--- config.mk ---
export PLATFORM = sky130hd
export DESIGN_NAME = ppd_mark
export DESIGN_NICKNAME = d
export VERILOG_FILES = /design/src/rtl/ppd_pkg.sv /design/src/rtl/ppd_mark.sv
export SDC_FILE = /design/constraint.sdc
export NUM_CORES = 1
export LEC_CHECK = 0
export BUFFER_PORTS_ARGS = -buffer_cell sky130_fd_sc_hd__clkbuf_2
export CORE_ASPECT_RATIO = 1.75
export CORE_MARGIN = 4
export CORE_UTILIZATION = 25
export DETAILED_ROUTE_END_ITERATION = 8
export SLEW_MARGIN = 20
export SYNTH_ARGS = -nofsm -noshare
export SYNTH_HDL_FRONTEND = slang
export SYNTH_SLANG_ARGS = --single-unit
--- constraint.sdc ---
create_clock -name clk -period 16.1 [get_ports clk]
set_input_delay 2.415 -clock clk [delete_from_list [all_inputs] [get_ports clk]]
set_output_delay 2.415 -clock clk [all_outputs]
set_load 0.03 [all_outputs]
--- src/rtl/ppd_pkg.sv ---
// Shared types, constants and codes for the pixel point dedup block.
package ppd_pkg;

  localparam int MAX_WIDTH  = 512;
  localparam int MAX_HEIGHT = 512;

  localparam int COORD_W   = 16;
  localparam int CFG_W     = 12;
  localparam int EDGE_W    = CFG_W + 1;
  localparam int TAG_W     = 32;
  localparam int COL_W     = $clog2(MAX_WIDTH);
  localparam int ROW_W     = $clog2(MAX_HEIGHT);
  localparam int MAP_BITS  = MAX_WIDTH * MAX_HEIGHT;
  localparam int IDX_W     = $clog2(MAP_BITS);
  localparam int WORD_BITS = 32;
  localparam int BIT_W     = $clog2(WORD_BITS);
  localparam int ADDR_W    = IDX_W - BIT_W;
  localparam int MAP_WORDS = (MAP_BITS + WORD_BITS - 1) / WORD_BITS;
  localparam int EPOCH_W   = 8;
  localparam int CFG_IDX_W = 2;

  localparam logic [ADDR_W-1:0]  SWEEP_LAST = ADDR_W'(MAP_WORDS - 1);
  localparam logic [EPOCH_W-1:0] EPOCH_LAST = '1;

  typedef enum logic {
    OP_POINT     = 1'b0,
    OP_NEW_FRAME = 1'b1
  } op_e;

  typedef enum logic [CFG_IDX_W-1:0] {
    REG_RECT_LEFT   = 2'd0,
    REG_RECT_RIGHT  = 2'd1,
    REG_RECT_TOP    = 2'd2,
    REG_RECT_BOTTOM = 2'd3
  } cfg_reg_e;

  typedef enum logic {
    SWEEP = 1'b0,
    RUN   = 1'b1
  } sweep_state_e;

  typedef struct packed {
    op_e                       operation;
    logic signed [COORD_W-1:0] key_pixel;
    logic signed [COORD_W-1:0] value_pixel;
    logic [TAG_W-1:0]          point_tag;
  } in_item_t;

  typedef struct packed {
    logic signed [COORD_W-1:0] out_key_pixel;
    logic signed [COORD_W-1:0] out_value_pixel;
    logic [TAG_W-1:0]          out_tag;
  } out_item_t;

  typedef struct packed {
    logic [CFG_W-1:0] rect_left;
    logic [CFG_W-1:0] rect_right;
    logic [CFG_W-1:0] rect_top;
    logic [CFG_W-1:0] rect_bottom;
  } rect_cfg_t;

  // One map word: the epoch it was written in and 32 visited bits.
  typedef struct packed {
    logic [EPOCH_W-1:0]   epoch;
    logic [WORD_BITS-1:0] bits;
  } map_word_t;

  // Item after the address stage, on its way to the mark stage.
  typedef struct packed {
    logic                      valid;
    op_e                       operation;
    logic                      wrap;
    logic                      keep;
    logic [ADDR_W-1:0]         addr;
    logic [BIT_W-1:0]          bitsel;
    logic signed [COORD_W-1:0] key_pixel;
    logic signed [COORD_W-1:0] value_pixel;
    logic [TAG_W-1:0]          point_tag;
  } lookup_t;

  typedef struct packed {
    logic              we;
    logic [ADDR_W-1:0] addr;
    map_word_t         data;
  } mem_wr_t;

  typedef struct packed {
    logic sweeping;
    logic sweep_done;
    logic item_write;
  } mark_status_t;

endpackage

--- src/rtl/ppd_mark.sv ---
// Visited-bit test and set with forwarding, frame epochs and the clearing sweep.
module ppd_mark (
  input  logic                  clk,
  input  logic                  rst,
  input  logic                  adv,
  input  ppd_pkg::lookup_t      lookup,
  input  ppd_pkg::map_word_t    rdata,
  output ppd_pkg::mem_wr_t      wr,
  output logic                  emit,
  output ppd_pkg::out_item_t    emit_item,
  output ppd_pkg::mark_status_t status
);

  ppd_pkg::sweep_state_e state;
  ppd_pkg::sweep_state_e state_next;
  logic [ppd_pkg::ADDR_W-1:0]  sweep_addr;
  logic [ppd_pkg::ADDR_W-1:0]  sweep_addr_next;
  logic [ppd_pkg::EPOCH_W-1:0] epoch;

  logic              c_valid;
  ppd_pkg::lookup_t  c;

  logic                       fwd_valid;
  logic [ppd_pkg::ADDR_W-1:0] fwd_addr;
  ppd_pkg::map_word_t         fwd_word;

  ppd_pkg::map_word_t            cur;
  logic [ppd_pkg::WORD_BITS-1:0] live_bits;
  logic                          seen;
  logic                          hit;
  logic                          item_write;
  logic                          frame_done;
  ppd_pkg::map_word_t            new_word;

  always_ff @(posedge clk) begin
    if (rst) begin
      c_valid <= 1'b0;
    end else if (adv) begin
      c_valid <= lookup.valid;
    end
  end

  always_ff @(posedge clk) begin
    if (adv) begin
      c <= lookup;
    end
  end

  always_comb begin
    // the read issued at the last advance missed the write made at that edge
    cur        = (fwd_valid && (fwd_addr == c.addr)) ? fwd_word : rdata;
    live_bits  = (cur.epoch == epoch) ? cur.bits : '0;
    seen       = live_bits[c.bitsel];
    hit        = c_valid && (c.operation == ppd_pkg::OP_POINT) && c.keep && !seen;
    item_write = adv && hit;
    frame_done = adv && c_valid && (c.operation == ppd_pkg::OP_NEW_FRAME);
    new_word.epoch = epoch;
    new_word.bits  = live_bits | (ppd_pkg::WORD_BITS'(1) << c.bitsel);
  end

  always_ff @(posedge clk) begin
    if (rst) begin
      fwd_valid <= 1'b0;
    end else if (state == ppd_pkg::SWEEP) begin
      fwd_valid <= 1'b0;
    end else if (adv) begin
      fwd_valid <= item_write;
    end
  end

  always_ff @(posedge clk) begin
    if (item_write) begin
      fwd_addr <= c.addr;
      fwd_word <= new_word;
    end
  end

  always_ff @(posedge clk) begin
    if (rst) begin
      epoch <= '0;
    end else if (frame_done) begin
      epoch <= epoch + 1'b1;
    end
  end

  always_ff @(posedge clk) begin
    if (rst) begin
      state      <= ppd_pkg::SWEEP;
      sweep_addr <= '0;
    end else begin
      state      <= state_next;
      sweep_addr <= sweep_addr_next;
    end
  end

  always_comb begin
    state_next      = state;
    sweep_addr_next = sweep_addr;
    status.sweeping   = 1'b0;
    status.sweep_done = 1'b0;
    status.item_write = item_write;
    case (state)
      ppd_pkg::SWEEP: begin
        status.sweeping = 1'b1;
        sweep_addr_next = sweep_addr + 1'b1;
        if (sweep_addr == ppd_pkg::SWEEP_LAST) begin
          status.sweep_done = 1'b1;
          state_next        = ppd_pkg::RUN;
          sweep_addr_next   = '0;
        end
      end
      ppd_pkg::RUN: begin
        // epoch wraps here: stale marks would come back to life, so wipe
        if (frame_done && c.wrap) begin
          state_next      = ppd_pkg::SWEEP;
          sweep_addr_next = '0;
        end
      end
      default: begin
        state_next      = ppd_pkg::SWEEP;
        sweep_addr_next = '0;
      end
    endcase
  end

  always_comb begin
    if (status.sweeping) begin
      wr.we   = 1'b1;
      wr.addr = sweep_addr;
      wr.data = '0;
    end else begin
      wr.we   = item_write;
      wr.addr = c.addr;
      wr.data = new_word;
    end
    emit = hit;
    emit_item.out_key_pixel   = c.key_pixel;
    emit_item.out_value_pixel = c.value_pixel;
    emit_item.out_tag         = c.point_tag;
  end

endmodule

-- Word level (Yosys, flattened, before mapping)
Cells that the tools add are included.
- register bits: 162
- input bits: 129
- output and inout bits: 122
- logic and storage cells: 49
- $add $sub $neg: 2
- order comparisons: 1
- equality and inequality tests: 4
- shift operators: 1
- muxes and demuxes: 12
- bitwise gates (word level): 3
- reduce and logical (&&, ||, !) cells: 10
- operator list (kind ; count):
    $mux W54 ; 1
    $mux W40 ; 1
    $mux W32 ; 1
    $or A32 B32 Y32 ; 1
    $shl A1 B5 Y32 const A ; 1
    $mux W13 ; 2
    $pmux W13 S2 ; 1
    $add A13 B1 Y13 const B ; 1
    $eq A13 B13 Y1 ; 1
    $eq A13 B13 Y1 const B ; 1
    $add A8 B1 Y8 const B ; 1
    $eq A8 B8 Y1 ; 1
    $logic_and A1 B1 Y1 ; 8
    $lt A5 B6 Y1 const B ; 1
    $bmux W1 S5 ; 1
    $mux W1 ; 3
    $mux W2 ; 1
    $ne A2 B1 Y1 const B ; 1
    $not A1 Y1 ; 2
    $pmux W1 S2 ; 1
    $reduce_or A2 Y1 ; 1
    $logic_not A1 Y1 ; 1

-- Logic depth before layout (Yosys ltp)
- depth after elaboration: 11
- mapped depth: 11
- mapped depth without buffers: 9

-- Worst setup path before layout
Ideal clock, no wire load.
- path kind: input -> output
- start: in rdata[23] in the netlist's numbering
- end: out status[0] in the netlist's numbering
- arrival: 6320 ps
- required time: 13685 ps
- setup slack: 7365 ps
- stages on the path: 8
- path buffers: 1
- cell sequence: mux2_2 a22o_1 a221oi_1 a211oi_1 a41oi_1 a41oi_2 nor2_1 buf_4
- word-level cells in the longest chain between the ends: 7
- ends and longest elaborated chain (item ; line ; source):
    start: declaration ; ppd_mark.sv:7 ; input ppd_pkg::map_word_t rdata,
    $mux W40 ; ppd_mark.sv:51 ; cur = (fwd_valid && (fwd_addr == c.addr)) ? fwd_word : rdata;
    $mux W32 ; ppd_mark.sv:52 ; live_bits = (cur.epoch == epoch) ? cur.bits : '0;
    $bmux W1 S5 ; ppd_mark.sv:53 ; seen = live_bits[c.bitsel];
    $mux W1 (implied by the code) ; ppd_mark.sv:53 ;
    $logic_not A1 Y1 ; ppd_mark.sv:54 ; hit = c_valid && (c.operation == ppd_pkg::OP_POINT) && c.keep && !seen;
    $logic_and A1 B1 Y1 ; ppd_mark.sv:54 ;
    $logic_and A1 B1 Y1 ; ppd_mark.sv:55 ; item_write = adv && hit;
    end: declaration ; ppd_mark.sv:11 ; output ppd_pkg::mark_status_t status
No other way between the ends. The select of a mux whose other input is x is not followed.

==> key figures <==
Outcome
  • Outcome: complete, no violations

Layout
  • Fill cells: 3124
  • Area grow syn2layout: 22.2%
  • Share of layout cells above drive strength 1: 40.4%
  • Most common cell after layout, fill and taps aside: clkbuf_2
  • Final nets: 916
  • ANT cells: 0
  • Util after Layout: 31.0%
  • Most frequent cells in the layout: clkbuf_2, edfxtp_1, mux2i_1, and2_1, o22ai_1

Floorplanning
  • Die ar.: 34200 sq um
  • DIE HEIGHT: 242 microns
  • I/O pins: 251
  • Core footprint: 30700 sq um
  • Die span in x: 142 microns
  • Rows: 85
  • Starting Density: 25.4%

Timing
  • Max Slew Vio Count: 0
  • Worst relative slew slack: 44.2%
  • Top achievable clock speed: 147 MHz
  • Final Setup Violations: 0
  • Fin crit share: 42.3%
  • Final setup TNS: 0 ps
  • Worst slew pin tran: 837 ps
  • Final hold violation count: 0
  • Fin Clk Skew: 8.54 ps
  • Final min period: 6800 ps
  • RSZ-0062 raised after global routing: no

Clock tree
  • Post-CTS Setup Bufs: 0
  • Clock Tree Root: clkbuf_16
  • CTS tree: built
  • Number of CTS-inserted buffers: 17
  • Clock latency on the worst-skew pair: 440 ps
  • Post-CTS Hold Fix Bufs: 0
  • Worst-case clock buffer depth: 2
  • # resized after CTS: 0
  • Clock Pin Slew Worst Setup and Hold Paths: 70 ps
  • CTS sink cnt: 162
  • H-tree levels: 4

Yosys
  • Post-synth top area share: 53.1%
  • Seq cells post-synth: 162
  • Post-synth EDFFs: 138
  • Mapped Nets: 740
  • Gate count after technology mapping: 609
  • Synth cell types: 57
  • Synth warnings: 0
  • Top cells by area, synth: edfxtp_1, buf_4, dfxtp_1
  • Synth Flop Type: edfxtp_1
  • Async set-or-reset flop fraction in the synthesized netlist: 0%
  • Syn Std Cell Area: 7800 sq um
  • Mean Syn Cell Area: 12.8 sq um
  • Synth area leader: edfxtp_1
  • Seq/Total Area, Yosys: 59.3%

Setup path
  • CP Capture Type: output pin
  • Worst setup SP type: input pin
  • Worst Path Required: 13690 ps
  • Critical path class: in -> out
  • CP arrival: 4390 ps
  • Crit-path max FO: 4

Drt
  • # DRC: 0
  • Drt pass-1 iters: 4
  • Via count: 5347
  • Starting DRT DRC Count: 149
  • WL/cell: 18.4 microns
  • Total Wirelength: 21800 microns
  • Post-DRT Antenna Nets: 0
  • Via density per instance: 4.50

Hold path
  • Hold WC Path Type: reg -> reg

Global route
  • Initial antenna violation count: 0
  • Largest net degree at the start of global routing: 59
  • First-pass GRT wire length: 33400 microns
  • Global-route usage over all layers: 12.9%
  • Gr ovfl total: 0
  • Vias in the first global route: 5759

Job
  • Max-cap violation count: 0

Power
  • PwrDens: 106 nW/um^2
  • VDD IR max: 100 uV
  • Leak Pwr: 0.00381 uW

Place
  • GPL Wtd Cong: 0.840
  • PortBufs: 250
  • Post-DP HPWL: 16800 microns
==> per-stage QoR <==
stage	hold slack, ps	instances	setup WS [ps]	power [uW]	instance area, sq um
after global placement	488	1157	9260	596	8920
final	495	1189	9300	1010	9530
after detailed placement	485	1157	9280	597	8920
after global routing	513	1189	9120	1050	9530
after CTS	500	1189	9260	1030	9530
after floorplan	406	609	7360	566	7800
==> worst max-delay path: stages <==
cell,delay [ps]
clkbuf_2,90
mux2_2,260
a22o_1,190
a221oi_1,290
a211oi_1,130
a41oi_1,290
a41oi_2,260
o21ai_1,230
clkbuf_2,230
==> logic make-up after synthesis <==
family                     after synthesis  share of synthesized area (%)
and+or+nand+nor                        160                           11.5
AOI/OAI and AO/OA                       89                           7.73
muxes                                   60                           8.31
DFF                                    162                           59.3
xor gates and xnor gates                34                           3.91
adders and majority gates                2                          0.321
buffers and inverters                  102                           8.89
==> Yosys cell counts (8+ instances only) <==
cell type and count:
nor2_1 31, nor2b_1 8, clkbuf_1 21, buf_4 68, xor2_1 22, mux2i_1 40, and3_1 12, nand2_1 22
xnor2_1 11, o22ai_1 31, dfxtp_1 24, o21ai_0 12, edfxtp_1 138, and2_1 40, mux2_2 18, a21oi_1 14
nand3_1 12
==> sequential cells by signal, indices dropped and copies added, names as in the netlist <==
signal	cells
emit_item	64
sweep_addr	13
state	1
epoch	8
c	21
c_valid	1
fwd_addr	13
fwd_word	40
fwd_valid	1
==> layer usage <==
layer | routed length [microns] | GRT usage, %
met1 | 7780 | 13.3
met2 | 11800 | 24.0
met3 | 1600 | 3.72
met4 | 630 | 5.51
met5 | 0 | 0
==> final cells by class <==
| type | count | area (sq um) | share of cell area, % |
|---|---|---|---|
| Sequential cell | 162 | 4630 | 48.5 |
| Multi-Input combinational cell | 345 | 2490 | 26.1 |
| Clock inverter | 15 | 193 | 2.02 |
| Timing Repair Buffer | 256 | 1300 | 13.6 |
| Clock buffer | 17 | 425 | 4.46 |
| Tap cell | 391 | 489 | 5.13 |
| Inverter | 3 | 11.3 | 0.118 |
==> where the power goes <==
part / switching (uW) / internal [uW]
sequential: 12.0 / 476
combinational: 64.9 / 33.6
clock: 189 / 236
==> worst paths after layout <==
path / start / end / slack (ps) / cells past startpoint
worst max-delay path: rdata[23] / wr[53] / 9300 / 9
worst min-delay path: c[76] / fwd_addr[7] / 500 / 0
worst min register to register: c[76] / fwd_addr[7] / 500 / 0
worst max register to register: c[78] / fwd_word[31] / 11870 / 10
No activity file was read; power rests on OpenSTA's default activity.
