==> src/rtl/ppd_pkg.sv <==
// Shared types, constants and codes for the pixel point dedup block.
package ppd_pkg;

  localparam int MAX_WIDTH  = 512;
  localparam int MAX_HEIGHT = 512;

  localparam int COORD_W   = 16;
  localparam int CFG_W     = 12;
  localparam int EDGE_W    = CFG_W + 1;
  localparam int TAG_W     = 32;
  localparam int COL_W     = $clog2(MAX_WIDTH);
  localparam int ROW_W     = $clog2(MAX_HEIGHT);
  localparam int MAP_BITS  = MAX_WIDTH * MAX_HEIGHT;
  localparam int IDX_W     = $clog2(MAP_BITS);
  localparam int WORD_BITS = 32;
  localparam int BIT_W     = $clog2(WORD_BITS);
  localparam int ADDR_W    = IDX_W - BIT_W;
  localparam int MAP_WORDS = (MAP_BITS + WORD_BITS - 1) / WORD_BITS;
  localparam int EPOCH_W   = 8;
  localparam int CFG_IDX_W = 2;

  localparam logic [ADDR_W-1:0]  SWEEP_LAST = ADDR_W'(MAP_WORDS - 1);
  localparam logic [EPOCH_W-1:0] EPOCH_LAST = '1;

  typedef enum logic {
    OP_POINT     = 1'b0,
    OP_NEW_FRAME = 1'b1
  } op_e;

  typedef enum logic [CFG_IDX_W-1:0] {
    REG_RECT_LEFT   = 2'd0,
    REG_RECT_RIGHT  = 2'd1,
    REG_RECT_TOP    = 2'd2,
    REG_RECT_BOTTOM = 2'd3
  } cfg_reg_e;

  typedef enum logic {
    SWEEP = 1'b0,
    RUN   = 1'b1
  } sweep_state_e;

  typedef struct packed {
    op_e                       operation;
    logic signed [COORD_W-1:0] key_pixel;
    logic signed [COORD_W-1:0] value_pixel;
    logic [TAG_W-1:0]          point_tag;
  } in_item_t;

  typedef struct packed {
    logic signed [COORD_W-1:0] out_key_pixel;
    logic signed [COORD_W-1:0] out_value_pixel;
    logic [TAG_W-1:0]          out_tag;
  } out_item_t;

  typedef struct packed {
    logic [CFG_W-1:0] rect_left;
    logic [CFG_W-1:0] rect_right;
    logic [CFG_W-1:0] rect_top;
    logic [CFG_W-1:0] rect_bottom;
  } rect_cfg_t;

  // One map word: the epoch it was written in and 32 visited bits.
  typedef struct packed {
    logic [EPOCH_W-1:0]   epoch;
    logic [WORD_BITS-1:0] bits;
  } map_word_t;

  // Item after the address stage, on its way to the mark stage.
  typedef struct packed {
    logic                      valid;
    op_e                       operation;
    logic                      wrap;
    logic                      keep;
    logic [ADDR_W-1:0]         addr;
    logic [BIT_W-1:0]          bitsel;
    logic signed [COORD_W-1:0] key_pixel;
    logic signed [COORD_W-1:0] value_pixel;
    logic [TAG_W-1:0]          point_tag;
  } lookup_t;

  typedef struct packed {
    logic              we;
    logic [ADDR_W-1:0] addr;
    map_word_t         data;
  } mem_wr_t;

  typedef struct packed {
    logic sweeping;
    logic sweep_done;
    logic item_write;
  } mark_status_t;

endpackage

==> src/rtl/ppd_locate.sv <==
// Rectangle clipping, range check and map address of each item (two stages).
module ppd_locate (
  input  logic              clk,
  input  logic              rst,
  input  logic              adv,
  input  logic              take,
  input  logic              take_wrap,
  input  ppd_pkg::in_item_t in_data,
  input  ppd_pkg::rect_cfg_t cfg,
  output ppd_pkg::lookup_t  lookup
);

  // stage A: registered input item
  logic              a_valid;
  logic              a_wrap;
  ppd_pkg::in_item_t a_item;

  // stage B: range result and offsets
  logic                          b_valid;
  logic                          b_wrap;
  logic                          b_keep;
  ppd_pkg::op_e                  b_op;
  logic [ppd_pkg::COL_W-1:0]     b_dx;
  logic [ppd_pkg::ROW_W-1:0]     b_dy;
  logic signed [ppd_pkg::COORD_W-1:0] b_key;
  logic signed [ppd_pkg::COORD_W-1:0] b_val;
  logic [ppd_pkg::TAG_W-1:0]     b_tag;

  logic [ppd_pkg::COORD_W-1:0] ku;
  logic [ppd_pkg::COORD_W-1:0] vu;
  logic [ppd_pkg::COORD_W-1:0] l16;
  logic [ppd_pkg::COORD_W-1:0] t16;
  logic [ppd_pkg::EDGE_W-1:0]  r_lim;
  logic [ppd_pkg::EDGE_W-1:0]  b_lim;
  logic [ppd_pkg::EDGE_W-1:0]  r_eff;
  logic [ppd_pkg::EDGE_W-1:0]  b_eff;
  logic                        keep;
  logic [ppd_pkg::COORD_W-1:0] dx_full;
  logic [ppd_pkg::COORD_W-1:0] dy_full;
  logic [ppd_pkg::IDX_W-1:0]   idx;

  localparam logic [ppd_pkg::IDX_W-1:0] WIDTH_K = ppd_pkg::IDX_W'(ppd_pkg::MAX_WIDTH);

  always_ff @(posedge clk) begin
    if (rst) begin
      a_valid <= 1'b0;
    end else if (adv) begin
      a_valid <= take;
    end
  end

  always_ff @(posedge clk) begin
    if (adv) begin
      a_wrap <= take_wrap;
      a_item <= in_data;
    end
  end

  always_comb begin
    ku    = a_item.key_pixel;
    vu    = a_item.value_pixel;
    l16   = ppd_pkg::COORD_W'(cfg.rect_left);
    t16   = ppd_pkg::COORD_W'(cfg.rect_top);
    // clip the far edges to the map size
    r_lim = ppd_pkg::EDGE_W'(cfg.rect_left) + ppd_pkg::EDGE_W'(ppd_pkg::MAX_WIDTH - 1);
    b_lim = ppd_pkg::EDGE_W'(cfg.rect_top) + ppd_pkg::EDGE_W'(ppd_pkg::MAX_HEIGHT - 1);
    r_eff = (ppd_pkg::EDGE_W'(cfg.rect_right) < r_lim) ?
            ppd_pkg::EDGE_W'(cfg.rect_right) : r_lim;
    b_eff = (ppd_pkg::EDGE_W'(cfg.rect_bottom) < b_lim) ?
            ppd_pkg::EDGE_W'(cfg.rect_bottom) : b_lim;
    // negative coordinates fall outside; an inverted rectangle keeps nothing
    keep  = !ku[ppd_pkg::COORD_W-1] && !vu[ppd_pkg::COORD_W-1] &&
            (ku >= l16) && (ku <= ppd_pkg::COORD_W'(r_eff)) &&
            (vu >= t16) && (vu <= ppd_pkg::COORD_W'(b_eff));
    dx_full = ku - l16;
    dy_full = vu - t16;
  end

  always_ff @(posedge clk) begin
    if (rst) begin
      b_valid <= 1'b0;
    end else if (adv) begin
      b_valid <= a_valid;
    end
  end

  always_ff @(posedge clk) begin
    if (adv) begin
      b_wrap <= a_wrap;
      b_keep <= keep;
      b_op   <= a_item.operation;
      b_dx   <= dx_full[ppd_pkg::COL_W-1:0];
      b_dy   <= dy_full[ppd_pkg::ROW_W-1:0];
      b_key  <= a_item.key_pixel;
      b_val  <= a_item.value_pixel;
      b_tag  <= a_item.point_tag;
    end
  end

  always_comb begin
    idx = ppd_pkg::IDX_W'(b_dx) + ppd_pkg::IDX_W'(b_dy) * WIDTH_K;
    lookup.valid       = b_valid;
    lookup.operation   = b_op;
    lookup.wrap        = b_wrap;
    lookup.keep        = b_keep;
    lookup.addr        = idx[ppd_pkg::IDX_W-1:ppd_pkg::BIT_W];
    lookup.bitsel      = idx[ppd_pkg::BIT_W-1:0];
    lookup.key_pixel   = b_key;
    lookup.value_pixel = b_val;
    lookup.point_tag   = b_tag;
  end

endmodule

==> config.mk <==
export PLATFORM = sky130hd
export DESIGN_NAME = ppd_locate
export DESIGN_NICKNAME = d
export VERILOG_FILES = /design/src/rtl/ppd_pkg.sv /design/src/rtl/ppd_locate.sv
export SDC_FILE = /design/constraint.sdc
export NUM_CORES = 1
export LEC_CHECK = 0
export BUFFER_PORTS_ARGS = -buffer_cell sky130_fd_sc_hd__buf_4
export CAP_MARGIN = 20
export CORE_AREA = 2 2 121 123
export CTS_CLUSTER_DIAMETER = 80
export DETAILED_ROUTE_END_ITERATION = 7
export DIE_AREA = 0 0 123 125
export HOLD_SLACK_MARGIN = 0.05
export PLACE_DENSITY = 0.78
export SYNTH_ARGS = -nofsm -noshare
export SYNTH_HDL_FRONTEND = slang
export SYNTH_SLANG_ARGS = --single-unit
==> constraint.sdc <==
create_clock -name clk -period 5.1 [get_ports clk]
set_clock_uncertainty 0.15 [all_clocks]
set_input_delay 0.255 -clock clk [delete_from_list [all_inputs] [get_ports clk]]
set_output_delay 0.255 -clock clk [all_outputs]
set_load 0.02 [all_outputs]
# Word level (Yosys, flattened, before mapping)
# Cells that the tools add are included.
dict set report word_totals {
  ff_bits 153
  inputBits 118
  out_inout_bits 86
  elab_cells 35
}
dict set report classes {
  n_addsub 5
  n_lt_le_gt_ge 6
  muxes 2
  n_reduce_logical 7
}
# op n
set ops {}
lappend ops {{16-bit by 12-bit greater-or-equal comparator with 1-bit output} 2}
lappend ops {{16-bit by 13-bit less-or-equal comparator with 1-bit output} 2}
lappend ops {{12-bit by 9-bit adder with 13-bit output, second input constant} 2}
lappend ops {{12-bit by 13-bit less-than comparator with 1-bit output} 2}
lappend ops {{13-bit 2-to-1 mux} 2}
lappend ops {{9-bit by 18-bit adder with 18-bit output} 1}
lappend ops {{9-bit subtractor} 2}
lappend ops {{1-bit logical AND} 5}
lappend ops {{1-bit logical NOT} 2}

# Depth between registers and ports, before layout
# Gate-level depths: netlist of the first run.
dict set report depth {
  depth_word 7
  depth_mapped 21
  ltp_nobuf 20
}

# Worst setup path before layout of the first run
# Ideal clock, no wire load.
dict set report synth_path {
  path_type {input to register}
  startpoint {input port cfg[14] (netlist bit)}
  endpoint {register b_keep (data pin)}
  setup_ns 0.275
  arrival_time_ns 3.809
  required_ns 4.675
  slack_ns 0.866
  cell_stages 17
  path_buffers 1
  path_cell_list {nor4_2 > nand2_1 > or4_4 > xnor2_1 > ha_1 > o21a_1 > o21a_1 > o221ai_2 > buf_6 > mux2_2 > ha_1 > nand2_1 > or4_4 > a21oi_1 > nor4_1 > a21oi_1 > nor4_2}
}
dict set report synth_via {
  elab_chain_cells 5
}
# element line_no
set synth_rtl {}
lappend synth_rtl {{start: declaration} ppd_locate.sv:9} ;# input ppd_pkg::rect_cfg_t cfg,
lappend synth_rtl {{12-bit by 9-bit adder with 13-bit output} ppd_locate.sv:66} ;# b_lim = ppd_pkg::EDGE_W'(cfg.rect_top) + ppd_pkg::EDGE_W'(ppd_pkg::MAX_HEIGHT - 1);
lappend synth_rtl {{12-bit by 13-bit less-than comparator with 1-bit output} ppd_locate.sv:69} ;# b_eff = (ppd_pkg::EDGE_W'(cfg.rect_bottom) < b_lim) ?
lappend synth_rtl {{13-bit 2-to-1 mux} ppd_locate.sv:69}
lappend synth_rtl {{16-bit by 13-bit less-or-equal comparator with 1-bit output} ppd_locate.sv:74} ;# (vu >= t16) && (vu <= ppd_pkg::COORD_W'(b_eff));
lappend synth_rtl {{1-bit logical AND (*)} ppd_locate.sv:74}
lappend synth_rtl {{via keep} ppd_locate.sv:37} ;# logic keep;
lappend synth_rtl {{end signal: assignment} ppd_locate.sv:90} ;# b_keep <= keep;
lappend synth_rtl {{end: declaration} ppd_locate.sv:21} ;# logic b_keep;
# Mark *: on every way through the listed nets, which the timed path passes. The rest lies on a longest branch.
# A chain may end at the register's enable or synchronous reset.

# Worst setup path in the final report of the first run
# Same ends and word-level chain as after synthesis.

==> run_results.csv, run 1 <==
group,metric,value,unit
floorplanning,die_width,123,um
sta,max_freq,226,MHz
synthesis,synth_edf_count,151,
grt,grt_max_degree,108,
critical_path,rrSetupSlack,2.29,ns
sta,maxSlewHeadroom,0.352,
synthesis,async_reset_ff_frac,0,
clock_tree,cts.htree.levels,4,
sta,drv_slew,0,
sta,timing.final.crit_period,4.43,ns
clock_tree,cts_made_buffers,17,
floorplanning,pin_count,204,
placed_design,placedCellCount,901,
synthesis,seq_area_frac_synth,0.620,
power_and_ir_drop,leakage,4.46,nW
routing,post-route-drc-count,0,
grt,antenna_found_initial,1,
power_and_ir_drop,irDropWorstVdd,0.301,mV
synthesis,synth_top_flop_cell,"edfxtp_1",
clock_tree,ctsResizeCount,0,
critical_path,crit_required,5.11,ns
power_and_ir_drop,power_density,334,nW/um^2
flow_run,maxCapViolCount,0,
grt,grtUsageMet3,0.0607,
clock_tree,cts_num_sinks,153,
sta,postLayoutSetupSlackWorst,0.669,ns
critical_path,r2r-start,"ku[0]",
grt,busiest_layer,"met2",
grt,first_global_vias,5380,
min_path,hp-start,"cfg[37]",
grt,track_usage,0.235,
grt,use_met1,0.287,
grt,gr-usage-met2,0.409,
sta,fin_tns_setup,0,ns
critical_path,path_max_fanout,9,
clock_tree,cts_setup_buffers,0,
sta,worst_slew_pin_slew,0.971,ns
sta,setup_viol,0,
clock_tree,cts_tree,"yes",
critical_path,critPathCaptureType,"flip-flop",
min_path,holdPathStages,3,
clock_tree,cts_root_buf,"clkbuf_16",
placed_design,gp_congestion,0.960,
clock_tree,insertion_delay,0.42,ns
cells_and_area,layout-drive-gt1-share,0.328,
critical_path,r2r_cells,9,
floorplanning,fp.dieH,125,um
synthesis,ys_ff_latch,153,
routing,wl_per_cell,17.7,um
placed_design,port_buffers,203,
sta,period_share,0.869,
critical_path,start_kind,"input port",
floorplanning,die_area,15400,um^2
synthesis,syn_avg_cell_area,14.3,um^2
routing,firstDrtPassIters,5,
routing,via_per_inst,5.15,
routing,drt_iter0_markers,263,
critical_path,reg2reg_to,"b_keep",
status,status,"complete, no violations",
synthesis,yosysWarnings,0,
grt,grt_overflow,0,
sta,hold_viol,0,
synthesis,synth_area,7380,um^2
routing,drt-total-wl,17.8,mm
cells_and_area,syn2layout_area_growth,40.6,%
placed_design,place_area,9100,um^2
floorplanning,rows,44,
min_path,min_path_type,"input port to flip-flop",
clock_tree,clock_path_buffers,2,
min_path,holdPathEnd,"b_dx[1]",
routing,vias,5165,
sta,rsz0062_at_grt,"no",
critical_path,cp.arrival,4.44,ns
floorplanning,fp.coreArea,14200,um^2
clock_tree,clkTransAtPathRegs,0.07,ns
floorplanning,initial_core_util,0.519,
synthesis,syn_inst,517,
synthesis,synth.top_cell.area_share,0.615,
synthesis,synthDistinctLibCells,49,
synthesis,synth_area_leaders,"edfxtp_1 (61%), ha_1 (13%), xnor2_1 (3.3%)",
placed_design,pre_cts_slack,0.303,ns
routing,ant_nets,0,
cells_and_area,nNetsFinal,998,
cells_and_area,final_area,10400,um^2
grt,grt_pass1_wl,27.4,mm
synthesis,yosys.area.top_type,"edfxtp_1",
critical_path,crit_type,"input port to flip-flop",
cells_and_area,final_cells,1002,
cells_and_area,fin_util,0.730,
placed_design,dp_hpwl,12.6,mm
==> metrics by stage <==
stage               power, mW  hold slack, ns
floorplan                1.92           0.177
global placement         2.17           0.250
detailed placement       2.20           0.255
CTS                      3.48           0.126
global route             3.61           0.159
finish                   3.46           0.140
==> layer usage <==
metal  up-vias  wire, um
met5         -         0
met4         0       277
met3        21      1110
met2       178      9100
met1      2452      7260
li1       2514         -
==> worst max-delay path: stages <==
cell,delay [ns]
buf_4,0.13
nor4_2,0.35
nand2_1,0.13
or4_4,0.45
xnor2_1,0.22
ha_1,0.28
o21a_1,0.20
o21a_1,0.19
o221ai_2,0.45
mux2_2,0.41
ha_1,0.30
nand2_1,0.10
or4_4,0.52
a21oi_1,0.14
nor4_1,0.06
a21oi_1,0.18
nor4_2,0.07
==> cell usage in the layout (no fill, tap or decap), types with 3 or more instances in the layout <==
cell type      count
nand2_1           16
buf_4            204
nor3_1             7
nand4_1            7
nor2b_1            9
xnor2_1           28
a41oi_1            3
xor2_1             4
a211oi_1           3
nand3_1            7
o21ai_0           11
mux2_2            21
inv_1             58
edfxtp_1         151
dlygate4sd3_1     68
inv_8              5
nand2b_1           3
nor4_1             3
a21oi_1           36
mux2i_1            4
a21o_1             7
and3_1             3
clkbuf_16         17
ha_1              74
nor2_1            15
clkinvlp_4         3
o211ai_1           6
==> worst max-delay path by stage <==
| stage | slack, ns | cells past startpoint | end | start |
|---|---|---|---|---|
| 2_1_floorplan | 0.87 | 17 | b_keep | cfg[14] |
| 3_3_place_gp | 0.44 | 17 | b_keep | cfg[14] |
| 3_5_place_dp | 0.30 | 17 | b_keep | cfg[14] |
| 5_1_grt | 0.47 | 18 | b_keep | cfg[14] |
| 4_1_cts | 0.70 | 17 | b_keep | cfg[14] |
| 6_report | 0.67 | 17 | b_keep | cfg[14] |
==> area by class of cell <==
cell class / count / area, um^2
sequential: 153 / 4570
fill: 919 / 3830
multi-input combinational: 301 / 2540
timing repair buffer: 273 / 2220
clock buffer: 17 / 425
tap: 184 / 230
inverter: 58 / 218
clock inverter: 15 / 160
antenna: 1 / 2.50
==> flip-flops by register name (all words and copies together) (netlist names) <==
name	cells
b_valid	1
b_tag	32
b_wrap	1
b_val	16
b_dx	9
a_wrap	1
b_key	16
vu	16
b_dy	9
ku	16
a_valid	1
b_op	1
b_keep	1
a_item	33
==> kinds of logic after synthesis <==
family / Yosys count / synth area share
other: 1 / 0.000508
muxes: 26 / 0.0390
AOI/OAI and AO/OA: 81 / 0.0695
xor gates and xnor gates: 32 / 0.0380
buffers and inverters: 64 / 0.0366
adders and majority gates: 76 / 0.131
DFF: 153 / 0.620
and+or+nand+nor: 84 / 0.0655
==> power by group <==
| part | switching (mW) | total, mW | internal (mW) | leakage, nW |
|---|---|---|---|---|
| sequential | 0.0449 | 1.56 | 1.51 | 1.50 |
| combinational | 0.345 | 0.670 | 0.325 | 2.69 |
| clock | 0.544 | 1.24 | 0.692 | 0.280 |
==> repair_timing <==
item | CTS | global route
endpoints found under the setup margin | 0 | 0
hold buffers | 68 | 0
endpoints found under the hold margin | 68 | 0
==> cell usage after synthesis (2+ instances only) <==
cell type    n
a211oi_1     3
a21boi_0     2
a21o_1       7
a21oi_1     36
a22oi_1      2
a41oi_1      3
and3_1       3
and4_1       2
buf_4        4
buf_6        2
dfxtp_1      2
edfxtp_1   151
fa_1         2
ha_1        74
inv_1       58
mux2_2      21
mux2i_1      4
nand2_1     16
nand2b_1     3
nand3_1      7
nand4_1      7
nor2_1      15
nor2b_1      9
nor3_1       7
nor4_1       3
nor4_2       2
o211ai_1     6
o21a_1       2
o21ai_0     11
or2_2        2
or3_1        2
or4_4        2
xnor2_1     28
xor2_1       4
(Power assumes the default switching activity.)
==> run 2: changes to the inputs <==
- clock period: 5.1 -> 4.68 ns (I/O delays scaled with it)
==> run 2 against run 1 <==
Net effect: critical path depth is 2 higher; core utilization is 0.13 points higher; die area stayed put; clock power is 6% higher; setup slack worse by 0.33 ns; critical endpoint unchanged.
==> run_results.csv, run 2 (synthesized netlist as in run 1, its figures left out) <==
group,metric,value,unit
cells_and_area,layout_common_cells,"buf_4 (208), edfxtp_1 (151), ha_1 (74), dlygate4sd3_1 (68), inv_1 (58)",
min_path,min_path_type,"input port to flip-flop",
cells_and_area,largest_reg_flops,33,
floorplanning,fp.dieH,125,um
cells_and_area,layout-drive-gt1-share,0.331,
sta,drv_slew,0,
sta,postLayoutSetupSlackWorst,0.339,ns
placed_design,port_buffers,203,
cells_and_area,final_common_cell,"buf_4",
sta,fin_tns_setup,0,ns
grt,grt_overflow,0,
cells_and_area,top_regs,"a_item (33), b_tag (32)",
clock_tree,cts_tree,"yes",
routing,via_per_inst,5.23,
power_and_ir_drop,leakage,4.48,nW
placed_design,placedCellCount,905,
critical_path,cp_cell_sequence,"buf_4 > nor4_2 > nand2_1 > nor4_4 > nor2_1 > xnor2_1 > ha_1 > a21o_1 > a211oi_1 > o211ai_1 > o221ai_4 > mux2_2 > ha_1 > nand3_1 > or4_4 > a21oi_1 > nor4_1 > a21oi_1 > nor4_2",
grt,antenna_found_initial,0,
critical_path,cpMaxStageDelayCell,"or4_4",
floorplanning,die_width,123,um
clock_tree,clock_path_buffers,2,
clock_tree,cts_root_buf,"clkbuf_16",
floorplanning,initial_core_util,0.519,
sta,rsz0062_at_grt,"no",
clock_tree,cts_made_buffers,17,
critical_path,crit_required,4.68,ns
floorplanning,fp.coreArea,14200,um^2
routing,drt-total-wl,17.7,mm
floorplanning,die_area,15400,um^2
critical_path,rrSetupSlack,1.77,ns
critical_path,cp.arrival,4.35,ns
grt,track_usage,0.232,
clock_tree,clkTransAtPathRegs,0.06,ns
cells_and_area,syn2layout_area_growth,40.8,%
cells_and_area,antenna_cells,0,
placed_design,gp_congestion,0.947,
placed_design,dp_hpwl,12.6,mm
routing,ant_nets,0,
power_and_ir_drop,p_total,3.74,mW
sta,period_share,0.928,
grt,first_global_vias,5356,
sta,max_freq,230,MHz
placed_design,pre_cts_slack,-0.195,ns
routing,drt_iter0_markers,351,
sta,setup_viol,0,
power_and_ir_drop,irDropWorstVdd,0.283,mV
cells_and_area,fin_util,0.732,
critical_path,max_stage_delay,0.49,ns
clock_tree,cts.htree.levels,4,
clock_tree,insertion_delay,0.43,ns
critical_path,path_max_fanout,12,
critical_path,crit_type,"input port to flip-flop",
grt,grt_pass1_wl,26.8,mm
floorplanning,rows,44,
sta,maxSlewHeadroom,0.282,
sta,hold_viol,0,
sta,timing.final.crit_period,4.34,ns
flow_run,maxCapViolCount,0,
routing,post-route-drc-count,0,
critical_path,critPathCaptureType,"flip-flop",
cells_and_area,nNetsFinal,1002,
cells_and_area,top_register,"a_item",
routing,firstDrtPassIters,5,
power_and_ir_drop,power_density,360,nW/um^2
critical_path,start_kind,"input port",
grt,grt_max_degree,119,
routing,wl_per_cell,17.6,um
sta,worst_slew_pin_slew,1.08,ns
status,status,"complete, no violations",
clock_tree,cts_num_sinks,153,
cells_and_area,final_cells,1005,
routing,vias,5258,
floorplanning,pin_count,204,
-- run 2: changes by cell type in the layout (fill, tap and decap cells not counted), sizes merged --
cell,delta
diode,-1
clkinv,+1
clkinvlp,-1
inv,-1
buf,+4
clkbuf,+1
-- run 2: worst paths after layout --
kind	end	startpoint	depth (start not counted)
max	b_keep	cfg[14]	19
min	b_dx[1]	cfg[37]	3
max reg2reg	b_keep	ku[0]	9
min reg2reg	b_tag[23]	a_item[23]	0
-- run 2: layout make-up --
| cell class | instances | area (um^2) |
|---|---|---|
| fillers | 965 | 3810 |
| clock buffers | 18 | 429 |
| multi-input cells | 301 | 2550 |
| inverters | 58 | 218 |
| clock inverters | 14 | 136 |
| flip-flops and latches | 153 | 4570 |
| repair buffers | 277 | 2250 |
| well taps | 184 | 230 |
-- run 2: repair_timing --
item / in CTS / in global routing
endpoints found under the setup margin: 0 / 1
endpoints found under the hold margin: 68 / 0
setup buffers: 0 / 0
hold buffers: 68 / 0
gates resized for setup: 0 / 1
-- run 2: where the power goes --
part | total, mW | internal, mW | switching, mW
clock | 1.31 | 0.743 | 0.570
sequential | 1.70 | 1.65 | 0.0493
combinational | 0.733 | 0.356 | 0.377
total | 3.74 | 2.75 | 0.996
-- run 2: worst max-delay path, delay by kind of cell --
family | cells | cell delay, ns
AOI/OAI and AO/OA | 6 | 1.15
xor gates and xnor gates | 1 | 0.21
adders and majority gates | 2 | 0.59
buffers and inverters | 1 | 0.12
muxes | 1 | 0.40
and+or+nand+nor | 8 | 1.62
-- run 2: metrics by stage --
stage,instance area (um^2),hold WS [ns]
2_1_floorplan,7380,0.156
3_3_place_gp,9130,0.250
3_5_place_dp,9130,0.255
4_1_cts,10400,0.0979
5_1_grt,10400,0.117
6_report,10400,0.104
-- run 2: layer usage --
metal | share of wire | vias to the layer above | global-route usage
met5 | 0 | - | 0
met4 | 0.026 | 0 | 0.0816
met3 | 0.070 | 39 | 0.0611
met2 | 0.50 | 189 | 0.398
met1 | 0.40 | 2515 | 0.281
li1 | - | 2515 | -
